## config.mk

```make
export PLATFORM = sky130hd
export DESIGN_NAME = ipv4_ttl_rewrite_filter_unit_flat
export DESIGN_NICKNAME = d
export VERILOG_FILES = /design/src/hdl/ittlrf_pkg.sv /design/src/hdl/ittlrf_in_if.sv /design/src/hdl/ittlrf_out_if.sv /design/src/hdl/ittlrf_ctrl.sv /design/src/hdl/ittlrf_dp.sv /design/src/hdl/ipv4_ttl_rewrite_filter_unit.sv /design/src/flat_wrapper.sv
export SDC_FILE = /design/constraint.sdc
export NUM_CORES = 1
export LEC_CHECK = 0
export ABC_AREA = 1
export BUFFER_PORTS_ARGS = -buffer_cell sky130_fd_sc_hd__buf_2
export CORE_ASPECT_RATIO = 0.5
export CORE_MARGIN = 2
export CORE_UTILIZATION = 41
export DETAILED_ROUTE_END_ITERATION = 7
export REMOVE_ABC_BUFFERS = 1
export SKIP_LAST_GASP = 1
export SLEW_MARGIN = 10
export SYNTH_ARGS = -nofsm -noshare
export SYNTH_HDL_FRONTEND = slang
export SYNTH_SLANG_ARGS = --single-unit
export TNS_END_PERCENT = 50
```

## constraint.sdc

```tcl
create_clock -name clk -period 11.3 [get_ports clk]
set_clock_uncertainty 0.1 [all_clocks]
set_input_delay 2.26 -clock clk [delete_from_list [all_inputs] [get_ports clk]]
set_output_delay 2.26 -clock clk [all_outputs]
set_load 0.02 [all_outputs]
```

## src/hdl/ittlrf_pkg.sv

```systemverilog
// shared types and constants of the ipv4 ttl rewrite filter
// no dependencies; compiled first

package ittlrf_pkg;

	localparam int unsigned MAX_HEADER_BYTES = 60;
	localparam logic [15:0] MAX_FRAME_BYTES  = 16'hFFFF;

	localparam int unsigned CFG_IDX_W  = 2;
	localparam int unsigned CFG_DATA_W = 48;

	localparam logic [CFG_IDX_W-1:0] CFG_OWN_MAC   = 2'd0;
	localparam logic [CFG_IDX_W-1:0] CFG_MATCH_TTL = 2'd1;
	localparam logic [CFG_IDX_W-1:0] CFG_NEW_TTL   = 2'd2;

	localparam logic [7:0] RST_MATCH_TTL = 8'd65;
	localparam logic [7:0] RST_NEW_TTL   = 8'd64;

	typedef enum logic [1:0] {
		ST_IDLE,
		ST_READ,
		ST_LOAD
	} ctrl_state_t;

	// controller to datapath
	typedef struct packed {
		logic take;  // input transfer this cycle
		logic rd;    // read header buffer at burst index
		logic load;  // move read header byte into output register
	} dp_cmd_t;

	// datapath to controller
	typedef struct packed {
		logic pay_pending;  // next input byte would be forwarded as payload
		logic start_burst;  // byte on the input completes the ip header
		logic out_free;     // output register can take a byte this cycle
		logic burst_end;    // burst index is at the final header byte
	} dp_sts_t;

endpackage

```

## src/hdl/ittlrf_in_if.sv

```systemverilog
// input channel: frame bytes with end-of-frame mark
// depends on nothing

interface ittlrf_in_if;
	logic       valid;
	logic       ready;
	logic [7:0] frame_byte;
	logic       frame_end;

	modport source (output valid, output frame_byte, output frame_end, input ready);
	modport sink (input valid, input frame_byte, input frame_end, output ready);
endinterface

```

## src/hdl/ittlrf_out_if.sv

```systemverilog
// output channel: bytes of the rewritten ip packet
// depends on nothing

interface ittlrf_out_if;
	logic       valid;
	logic       ready;
	logic [7:0] out_byte;
	logic       out_last;

	modport source (output valid, output out_byte, output out_last, input ready);
	modport sink (input valid, input out_byte, input out_last, output ready);
endinterface

```

## src/hdl/ittlrf_ctrl.sv

```systemverilog
// controller of the ttl rewrite filter: input gating and header burst sequencing
// depends on ittlrf_pkg

module ittlrf_ctrl (
	input  logic                clk,
	input  logic                arst_n,
	input  logic                in_valid,
	output logic                in_ready,
	input  ittlrf_pkg::dp_sts_t sts,
	output ittlrf_pkg::dp_cmd_t cmd
);

	ittlrf_pkg::ctrl_state_t state_q, state_nxt;

	always_ff @(posedge clk or negedge arst_n) begin
		if (!arst_n) begin
			state_q <= ittlrf_pkg::ST_IDLE;
		end else begin
			state_q <= state_nxt;
		end
	end

	always_comb begin
		state_nxt = state_q;
		unique case (state_q)
			ittlrf_pkg::ST_IDLE: begin
				if (in_valid && in_ready && sts.start_burst) begin
					state_nxt = ittlrf_pkg::ST_READ;
				end
			end
			ittlrf_pkg::ST_READ: begin
				state_nxt = ittlrf_pkg::ST_LOAD;
			end
			ittlrf_pkg::ST_LOAD: begin
				if (sts.out_free) begin
					state_nxt = sts.burst_end ? ittlrf_pkg::ST_IDLE : ittlrf_pkg::ST_READ;
				end
			end
			default: state_nxt = ittlrf_pkg::ST_IDLE;
		endcase
	end

	always_comb begin
		in_ready = 1'b0;
		cmd      = '0;
		unique case (state_q)
			ittlrf_pkg::ST_IDLE: begin
				// a payload byte needs room in the output register
				in_ready = !sts.pay_pending || sts.out_free;
				cmd.take = in_valid && in_ready;
			end
			ittlrf_pkg::ST_READ: begin
				cmd.rd = 1'b1;
			end
			ittlrf_pkg::ST_LOAD: begin
				cmd.load = sts.out_free;
			end
			default: begin
				in_ready = 1'b0;
			end
		endcase
	end

endmodule

```

## src/hdl/ittlrf_dp.sv

```systemverilog
// datapath of the ttl rewrite filter: frame parsing, filters, header buffer,
// checksum and output register; depends on ittlrf_pkg

module ittlrf_dp (
	input  logic                                 clk,
	input  logic                                 arst_n,
	input  logic                                 cfg_we,
	input  logic [ittlrf_pkg::CFG_IDX_W-1:0]     cfg_index,
	input  logic [ittlrf_pkg::CFG_DATA_W-1:0]    cfg_data,
	input  logic [7:0]                           frame_byte,
	input  logic                                 frame_end,
	input  ittlrf_pkg::dp_cmd_t                  cmd,
	output ittlrf_pkg::dp_sts_t                  sts,
	output logic                                 out_valid,
	input  logic                                 out_ready,
	output logic [7:0]                           out_byte,
	output logic                                 out_last
);

	localparam logic [15:0] ETH_HDR_BYTES = 16'd14;
	localparam logic [15:0] POS_LAST      = ittlrf_pkg::MAX_FRAME_BYTES - 16'd1;
	localparam logic [15:0] OFS_LEN_HI    = 16'd2;
	localparam logic [15:0] OFS_LEN_LO    = 16'd3;
	localparam logic [15:0] OFS_TTL       = 16'd8;
	localparam logic [15:0] OFS_PROTO     = 16'd9;
	localparam logic [15:0] OFS_CSUM_HI   = 16'd10;
	localparam logic [15:0] OFS_CSUM_LO   = 16'd11;
	localparam logic [7:0]  PROTO_TCP     = 8'd6;
	localparam logic [7:0]  PROTO_UDP     = 8'd17;
	localparam logic [7:0]  ETYPE_HI      = 8'h08;
	localparam logic [7:0]  ETYPE_LO      = 8'h00;

	// configuration
	logic [47:0] own_mac_q;
	logic [7:0]  match_ttl_q;
	logic [7:0]  new_ttl_q;

	always_ff @(posedge clk or negedge arst_n) begin
		if (!arst_n) begin
			own_mac_q   <= '0;
			match_ttl_q <= ittlrf_pkg::RST_MATCH_TTL;
			new_ttl_q   <= ittlrf_pkg::RST_NEW_TTL;
		end else if (cfg_we) begin
			unique case (cfg_index)
				ittlrf_pkg::CFG_OWN_MAC:   own_mac_q   <= cfg_data;
				ittlrf_pkg::CFG_MATCH_TTL: match_ttl_q <= cfg_data[7:0];
				ittlrf_pkg::CFG_NEW_TTL:   new_ttl_q   <= cfg_data[7:0];
				default: ;
			endcase
		end
	end

	// per-frame state
	logic [15:0] pos_q, pos_nxt;
	logic        reject_q, reject_nxt;
	logic        mac_eq_q, mac_eq_nxt;
	logic [5:0]  hb_q, hb_nxt;
	logic [15:0] plen_q, plen_nxt;
	logic [21:0] sum_q, sum_nxt;
	logic        done_q, done_nxt;

	// header burst state
	logic [5:0]  burst_len_q;
	logic [21:0] burst_sum_q;
	logic        burst_last_q;
	logic [5:0]  idx_q;
	logic [7:0]  rd_q;
	logic [7:0]  hdr_mem [ittlrf_pkg::MAX_HEADER_BYTES];

	logic        out_valid_q;
	logic [7:0]  out_byte_q;
	logic        out_last_q;

	logic        en;
	logic [15:0] ofs;
	logic [5:0]  hb_eff;
	logic        in_ip;
	logic        in_hdr;
	logic        ttl_bad, proto_bad, ihl_bad;
	logic        hdr_wr;
	logic        pay_hit;
	logic        pay_last;
	logic        start;
	logic        start_last;
	logic [7:0]  mac_byte;
	logic [7:0]  sum_val;
	logic [21:0] sum_upd;
	logic [16:0] fold1;
	logic [15:0] fold2;
	logic [15:0] csum;
	logic [7:0]  hdr_val;

	assign en     = (pos_q != ittlrf_pkg::MAX_FRAME_BYTES) && !reject_q && !done_q;
	assign ofs    = pos_q - ETH_HDR_BYTES;
	assign in_ip  = pos_q >= ETH_HDR_BYTES;
	assign hb_eff = (ofs == 16'd0) ? {frame_byte[3:0], 2'b00} : hb_q;
	assign ihl_bad   = (ofs == 16'd0) && (frame_byte[3:0] < 4'd5);
	assign in_hdr    = in_ip && !ihl_bad && (ofs < {10'd0, hb_eff});
	assign ttl_bad   = (ofs == OFS_TTL) && (frame_byte != match_ttl_q);
	assign proto_bad = (ofs == OFS_PROTO) && (frame_byte != PROTO_TCP)
		&& (frame_byte != PROTO_UDP);
	assign hdr_wr    = cmd.take && en && in_hdr;
	assign start     = en && in_hdr && !ttl_bad && !proto_bad
		&& ((ofs + 16'd1) == {10'd0, hb_eff});
	assign start_last = frame_end || (plen_q <= {10'd0, hb_eff}) || (pos_q == POS_LAST);

	// payload forwarding does not depend on the byte itself
	assign pay_hit  = en && in_ip && (ofs >= {10'd0, hb_q}) && (ofs < plen_q);
	assign pay_last = frame_end || (({1'b0, ofs} + 17'd1) >= {1'b0, plen_q})
		|| (pos_q == POS_LAST);

	always_comb begin
		case (pos_q[3:0])
			4'd6:    mac_byte = own_mac_q[47:40];
			4'd7:    mac_byte = own_mac_q[39:32];
			4'd8:    mac_byte = own_mac_q[31:24];
			4'd9:    mac_byte = own_mac_q[23:16];
			4'd10:   mac_byte = own_mac_q[15:8];
			default: mac_byte = own_mac_q[7:0];
		endcase
	end

	assign sum_val = (ofs == OFS_TTL) ? new_ttl_q : frame_byte;
	// header sum including the byte on the input
	assign sum_upd = sum_q + (ofs[0] ? {14'd0, sum_val} : {6'd0, sum_val, 8'd0});

	always_comb begin
		pos_nxt    = pos_q;
		reject_nxt = reject_q;
		mac_eq_nxt = mac_eq_q;
		hb_nxt     = hb_q;
		plen_nxt   = plen_q;
		sum_nxt    = sum_q;
		done_nxt   = done_q;
		if (cmd.take) begin
			if (en) begin
				if (pos_q >= 16'd6 && pos_q < 16'd12) begin
					mac_eq_nxt = mac_eq_q && (mac_byte == frame_byte);
					if (pos_q == 16'd11 && mac_eq_nxt) begin
						reject_nxt = 1'b1;
					end
				end else if (pos_q == 16'd12) begin
					reject_nxt = frame_byte != ETYPE_HI;
				end else if (pos_q == 16'd13) begin
					reject_nxt = frame_byte != ETYPE_LO;
				end else if (in_ip) begin
					if (ihl_bad) begin
						reject_nxt = 1'b1;
					end else begin
						if (ofs == 16'd0) begin
							hb_nxt = hb_eff;
						end
						if (in_hdr) begin
							if (ofs == OFS_LEN_HI) begin
								plen_nxt = {frame_byte, 8'd0};
							end else if (ofs == OFS_LEN_LO) begin
								plen_nxt = {plen_q[15:8], frame_byte};
							end
							if (ttl_bad || proto_bad) begin
								reject_nxt = 1'b1;
							end else if (ofs != OFS_CSUM_HI && ofs != OFS_CSUM_LO) begin
								sum_nxt = sum_upd;
							end
							if (start && start_last) begin
								done_nxt = 1'b1;
							end
						end else if (pay_hit && pay_last) begin
							done_nxt = 1'b1;
						end
					end
				end
			end
			if (frame_end) begin
				pos_nxt    = '0;
				reject_nxt = 1'b0;
				mac_eq_nxt = 1'b1;
				hb_nxt     = '0;
				plen_nxt   = '0;
				sum_nxt    = '0;
				done_nxt   = 1'b0;
			end else if (pos_q != ittlrf_pkg::MAX_FRAME_BYTES) begin
				pos_nxt = pos_q + 16'd1;
			end
		end
	end

	always_ff @(posedge clk or negedge arst_n) begin
		if (!arst_n) begin
			pos_q    <= '0;
			reject_q <= 1'b0;
			mac_eq_q <= 1'b1;
			hb_q     <= '0;
			plen_q   <= '0;
			sum_q    <= '0;
			done_q   <= 1'b0;
		end else begin
			pos_q    <= pos_nxt;
			reject_q <= reject_nxt;
			mac_eq_q <= mac_eq_nxt;
			hb_q     <= hb_nxt;
			plen_q   <= plen_nxt;
			sum_q    <= sum_nxt;
			done_q   <= done_nxt;
		end
	end

	// header buffer, one write port and one registered read port
	always_ff @(posedge clk) begin
		if (hdr_wr) begin
			hdr_mem[ofs[5:0]] <= frame_byte;
		end
		if (cmd.rd) begin
			rd_q <= hdr_mem[idx_q];
		end
	end

	// burst parameters survive the end-of-frame clear
	always_ff @(posedge clk) begin
		if (cmd.take && start) begin
			burst_len_q  <= hb_eff;
			burst_sum_q  <= sum_upd;
			burst_last_q <= start_last;
		end
	end

	always_ff @(posedge clk or negedge arst_n) begin
		if (!arst_n) begin
			idx_q <= '0;
		end else if (cmd.take && start) begin
			idx_q <= '0;
		end else if (cmd.load) begin
			idx_q <= idx_q + 6'd1;
		end
	end

	// ones-complement fold of the header sum
	assign fold1 = {11'd0, burst_sum_q[21:16]} + {1'b0, burst_sum_q[15:0]};
	assign fold2 = fold1[15:0] + {15'd0, fold1[16]};
	assign csum  = ~fold2;

	always_comb begin
		case ({10'd0, idx_q})
			OFS_TTL:     hdr_val = new_ttl_q;
			OFS_CSUM_HI: hdr_val = csum[15:8];
			OFS_CSUM_LO: hdr_val = csum[7:0];
			default:     hdr_val = rd_q;
		endcase
	end

	// output register
	always_ff @(posedge clk or negedge arst_n) begin
		if (!arst_n) begin
			out_valid_q <= 1'b0;
		end else if (cmd.load || (cmd.take && pay_hit)) begin
			out_valid_q <= 1'b1;
		end else if (out_ready) begin
			out_valid_q <= 1'b0;
		end
	end

	always_ff @(posedge clk) begin
		if (cmd.load) begin
			out_byte_q <= hdr_val;
			out_last_q <= burst_last_q && sts.burst_end;
		end else if (cmd.take && pay_hit) begin
			out_byte_q <= frame_byte;
			out_last_q <= pay_last;
		end
	end

	assign sts.pay_pending = pay_hit;
	assign sts.start_burst = start;
	assign sts.out_free    = !out_valid_q || out_ready;
	assign sts.burst_end   = idx_q == (burst_len_q - 6'd1);

	assign out_valid = out_valid_q;
	assign out_byte  = out_byte_q;
	assign out_last  = out_last_q;

endmodule

```

## src/hdl/ipv4_ttl_rewrite_filter_unit.sv

```systemverilog
// top level of the ipv4 ttl rewrite filter
// depends on ittlrf_pkg, ittlrf_in_if, ittlrf_out_if, ittlrf_ctrl, ittlrf_dp

// Takes an Ethernet frame one byte per transfer (frame_end on the final byte)
// and forwards the bare IPv4 packet of frames that pass all filters: source
// MAC not equal to own_mac, ethertype 0x0800, protocol TCP or UDP, TTL equal
// to match_ttl, IHL of 5 or more. The TTL is replaced by new_ttl and the
// header checksum is recomputed. The byte that completes the IP header
// starts a burst: each header byte is read through the single registered
// read port of the header buffer, then moved into the output register
// once it is free; no input is taken during the burst. A payload byte is
// taken only when the output register is empty or being drained.
// Configuration is written through cfg_we / cfg_index / cfg_data; the user
// must do so only while no frame is in flight; the block does not check.

module ipv4_ttl_rewrite_filter_unit (
	input  logic                              clk,
	input  logic                              arst_n,
	input  logic                              cfg_we,
	input  logic [ittlrf_pkg::CFG_IDX_W-1:0]  cfg_index,
	input  logic [ittlrf_pkg::CFG_DATA_W-1:0] cfg_data,
	ittlrf_in_if.sink                         frame_in,
	ittlrf_out_if.source                      pkt_out
);

	// command and status between controller and datapath
	ittlrf_pkg::dp_cmd_t cmd;
	ittlrf_pkg::dp_sts_t sts;

	// controller: decides when a frame byte transfer happens and
	// sequences the header readout
	ittlrf_ctrl u_ctrl (
		.clk      (clk),
		.arst_n   (arst_n),
		.in_valid (frame_in.valid),
		.in_ready (frame_in.ready),
		.sts      (sts),
		.cmd      (cmd)
	);

	// datapath: parsing, filtering, header buffer, checksum, output register
	ittlrf_dp u_dp (
		.clk        (clk),
		.arst_n     (arst_n),
		.cfg_we     (cfg_we),
		.cfg_index  (cfg_index),
		.cfg_data   (cfg_data),
		.frame_byte (frame_in.frame_byte),
		.frame_end  (frame_in.frame_end),
		.cmd        (cmd),
		.sts        (sts),
		.out_valid  (pkt_out.valid),
		.out_ready  (pkt_out.ready),
		.out_byte   (pkt_out.out_byte),
		.out_last   (pkt_out.out_last)
	);

endmodule
```

## src/flat_wrapper.sv

```systemverilog
// flat-port wrapper written by rule: the top's interface ports become plain ports
module ipv4_ttl_rewrite_filter_unit_flat 
  (clk, arst_n, cfg_we, cfg_index, cfg_data, frame_in_valid, frame_in_frame_byte, frame_in_frame_end, frame_in_ready, pkt_out_valid, pkt_out_out_byte, pkt_out_out_last, pkt_out_ready);
  ittlrf_in_if frame_in_i ();
  ittlrf_out_if pkt_out_i ();
  input  logic clk;
  input  logic arst_n;
  input  logic cfg_we;
  input  logic [ittlrf_pkg::CFG_IDX_W-1:0] cfg_index;
  input  logic [ittlrf_pkg::CFG_DATA_W-1:0] cfg_data;
  input wire logic [$bits(frame_in_i.valid)-1:0] frame_in_valid;
  input wire logic [$bits(frame_in_i.frame_byte)-1:0] frame_in_frame_byte;
  input wire logic [$bits(frame_in_i.frame_end)-1:0] frame_in_frame_end;
  output wire logic [$bits(frame_in_i.ready)-1:0] frame_in_ready;
  output wire logic [$bits(pkt_out_i.valid)-1:0] pkt_out_valid;
  output wire logic [$bits(pkt_out_i.out_byte)-1:0] pkt_out_out_byte;
  output wire logic [$bits(pkt_out_i.out_last)-1:0] pkt_out_out_last;
  input wire logic [$bits(pkt_out_i.ready)-1:0] pkt_out_ready;
  assign frame_in_i.valid = frame_in_valid;
  assign frame_in_i.frame_byte = frame_in_frame_byte;
  assign frame_in_i.frame_end = frame_in_frame_end;
  assign frame_in_ready = frame_in_i.ready;
  assign pkt_out_valid = pkt_out_i.valid;
  assign pkt_out_out_byte = pkt_out_i.out_byte;
  assign pkt_out_out_last = pkt_out_i.out_last;
  assign pkt_out_i.ready = pkt_out_ready;
  ipv4_ttl_rewrite_filter_unit u_core (.clk(clk), .arst_n(arst_n), .cfg_we(cfg_we), .cfg_index(cfg_index), .cfg_data(cfg_data), .frame_in(frame_in_i), .pkt_out(pkt_out_i));
endmodule
```

==> results.yml <==
cells_and_area:
  fin_cells: 4244
  final_area_sq_um: 35200
  diodes: 0
  layout-area-overhead-vs-synth_pct: 10.4
  drive_gt1_share_pct: 10.2
  post-route-util_pct: 45.6
  fin_nets: 3308
routing:
  first_iter_violations: 2693
  detail_route.wl_per_cell_microns: 21.5
  antenna_left: 0
  vias_per_cell: 5.56
  drc_errors: 0
  vias: 23600
  wirelength_microns: 91200
  dr.pass1.iters: 5
floorplanning:
  die_area_sq_um: 80100
  die_x_microns: 398
  core_sq_um: 77100
  die_y_microns: 201
  rows: 72
  start_util_pct: 41.3
  ios: 75
critical_path:
  critPathArrivalTime_ns: 3.89
  critPathCaptureType: "output port"
  reg2reg_slack_ns: 5.75
  crit_fanout: 8
  reg2reg_from: "u_core.u_dp.pos_q[2]$_DFFE_PN0P_"
  start_kind: "flop"
  critPathMostFrequentCell: "nand2_2"
  reg2regPathDepth: 22
  crit_path_start: "u_core.u_dp.pos_q[2]$_DFFE_PN0P_"
  critPathKind: "flop to output port"
  r2r-end: "u_core.u_dp.hdr_mem[38][2]$_DFFE_PP_"
  path_cells: "ha_1 > nand2_2 > nand2_4 > nor2_2 > nand2_1 > nand2_1 > inv_1 > ha_1 > a21oi_1 > o21ai_0 > o21ai_0 > a21oi_1 > nor2_2 > nand2_2 > nand2_2 > inv_4 > buf_2"
  slowest_delay_ns: 0.50
  cp_data_required_time_ns: 8.94
  critPathSlowestCell: "dfrtp_1"
timing:
  maxSlewHeadroom_pct: 22.3
  hold_slack_ns: 0.386
  tightest_slew_ns: 1.17
  setup_tns_ns: 0
  period_share_pct: 55.3
  setup_slack_ns: 5.05
  finalCriticalPeriod_ns: 6.25
  rsz0062_at_grt: "false"
  hold_viol_final: 0
  setup_viol: 0
  finalMaxSlewViolations: 0
  max_freq_mhz: 160
logic_synthesis:
  async_reset_ff_share_pct: 20.5
  synth_cells: 3125
  synth_edf_count: 526
  netlist_area_sq_um: 31900
  postSynthAreaPerCell_sq_um: 10.2
  ys_warn_count: 0
  synth_top_cell_by_area: "edfxtp_1"
  yosysTopAreaCellShare_pct: 49.6
  ys_types: 59
  synthFlopType: "edfxtp_1"
  yosysSeqAreaShare_pct: 60.3
  synth_area_leaders: "edfxtp_1, dfrtp_1, nor2_1, nand2_1, o21ai_0"
  synth-seq-cells: 662
clock_tree:
  numCtsBuffers: 61
  path_clk_slew_ns: 0.07
  cts-root-buf: "clkbuf_16"
  cts_resized: 0
  h-tree-depth: 2
  cts_buffer_depth: 3
  post_cts_buffers: 0
  cts_tree: "done"
  cts.sinks: 662
  clock_latency_ns: 0.66
  hold_buffers: 0
hold_path:
  hold_class: "flop to flop"
  hold_path_startpoint: "u_core.u_dp.reject_q$_DFFE_PN0P_"
  min_path_cells: 2
  hold_end: "u_core.u_dp.reject_q$_DFFE_PN0P_"
place:
  dp_hpwl_microns: 60400
  pre_cts_ws_ns: 4.94
  dpl-instance-area_sq_um: 33200
  placedCellCount: 4130
  io_buffers: 74
  place.gp.congestion: 0.945
global_route:
  grt_pass1_wl_microns: 138000
  grt.overflow.total: 0
  grtUsageTotal_pct: 22.6
  grt_pass1_vias: 22600
  grt_max_degree: 121
  antenna_found_initial: 3
power_and_ir_drop:
  power_mw: 7.34
  powerDensity_nw_per_um2: 209
  p_leak_nw: 13.3
  ir_worst_vdd_mv: 0.217
outcome:
  outcome: "finished clean"
job:
  maxCapViolCount: 0
[logic make-up after synthesis]
logic type                 share of synthesized area [%]
adders and majority gates                           3.46
muxes                                              0.597
DFF                                                 60.3
xor gates and xnor gates                            1.79
AOI/OAI and AO/OA                                   11.8
and+or+nand+nor                                     17.5
buffers and inverters                               4.65
[cells in the final DEF, fill, tap and decap left out, types with 4 or more instances in the layout]
cell / netlist / routed
o221ai_1: 49 / 49
nand2_4: 7 / 7
mux2_2: 16 / 16
inv_2: 15 / 14
o21ai_0: 335 / 335
nand3b_1: 4 / 4
nor4_1: 11 / 11
clkbuf_1: 121 / 18
nor3_1: 37 / 36
clkinv_1: 4 / 18
nor2_8: 6 / 6
clkinv_2: 1 / 10
nand2_1: 464 / 464
buf_4: 0 / 30
nand4_1: 47 / 47
ha_1: 85 / 85
buf_2: 6 / 73
bufinv_16: 0 / 4
o21ai_2: 24 / 24
o21bai_1: 5 / 5
o21ai_1: 13 / 13
nand3_1: 139 / 138
dfstp_2: 4 / 4
nor2_1: 494 / 493
nand3_2: 4 / 5
o22ai_1: 85 / 85
edfxtp_1: 526 / 526
dfrtp_1: 132 / 129
a41oi_1: 4 / 4
clkbuf_16: 0 / 62
nand2_2: 27 / 27
nor2_4: 5 / 5
inv_1: 220 / 219
a31oi_1: 11 / 11
a21oi_1: 83 / 83
xnor2_1: 12 / 12
o31ai_1: 8 / 8
xor2_1: 53 / 53
nor2_2: 12 / 13
o211ai_1: 18 / 18
[Yosys cell counts (all sizes together) (53+ instances only)]
cell,number
nor2,517
dfrtp,132
nand3,144
o21ai,372
ha,85
inv,237
o22ai,85
xor2,53
a21oi,84
nand2,500
clkbuf,121
edfxtp,526
[final cells by class]
cell class | count | area [sq um]
tap | 1036 | 1300
timing repair buffer | 104 | 602
multi-input combinational | 2086 | 11200
clock buffer | 82 | 1650
fill | 7264 | 42000
inverter | 242 | 921
clock inverter | 32 | 295
sequential | 662 | 19200
[flip-flops by register name (all words and copies together), names as in the netlist, 8 cells and up]
| name | count |
|---|---|
| u_core.u_dp.burst_sum_q | 22 |
| u_core.u_dp.hdr_mem | 480 |
| u_core.u_dp.match_ttl_q | 8 |
| u_core.u_dp.new_ttl_q | 8 |
| u_core.u_dp.out_byte | 8 |
| u_core.u_dp.own_mac_q | 48 |
| u_core.u_dp.plen_q | 16 |
| u_core.u_dp.pos_q | 16 |
| u_core.u_dp.rd_q | 8 |
| u_core.u_dp.sum_q | 22 |
[critical path, delay by kind of cell (launching register included)]
| kind | cells | cell delay, ns |
|---|---|---|
| DFF | 1 | 0.50 |
| and+or+nand+nor | 8 | 1.09 |
| buffers and inverters | 3 | 0.41 |
| adders and majority gates | 2 | 0.63 |
| AOI/OAI and AO/OA | 4 | 0.62 |
[routing by layer]
metal	part of all wire, %	up-vias	track usage (%)
met5	0.012	-	0
met4	2.5	2	6.05
met3	7.3	133	3.72
met2	45	954	34.8
met1	45	11500	33.0
li1	-	11000	-
[report_power, final]
group	internal [mW]	switching, mW	total [mW]
Combinational	0.694	1.69	2.38
Sequential	2.79	0.116	2.91
Clock	1.12	0.932	2.05
[worst max-delay path by stage]
stage | endpoint | depth (start not counted)
global route | frame_in_ready | 17
detailed placement | u_core.u_dp.hdr_mem[38][5]$_DFFE_PP_ | 16
floorplan | u_core.u_dp.out_byte[4]$_DFFE_PP_ | 9
global placement | u_core.u_dp.hdr_mem[38][2]$_DFFE_PP_ | 16
finish | frame_in_ready | 17
CTS | frame_in_ready | 17
No activity file was read; power rests on OpenSTA's default activity.
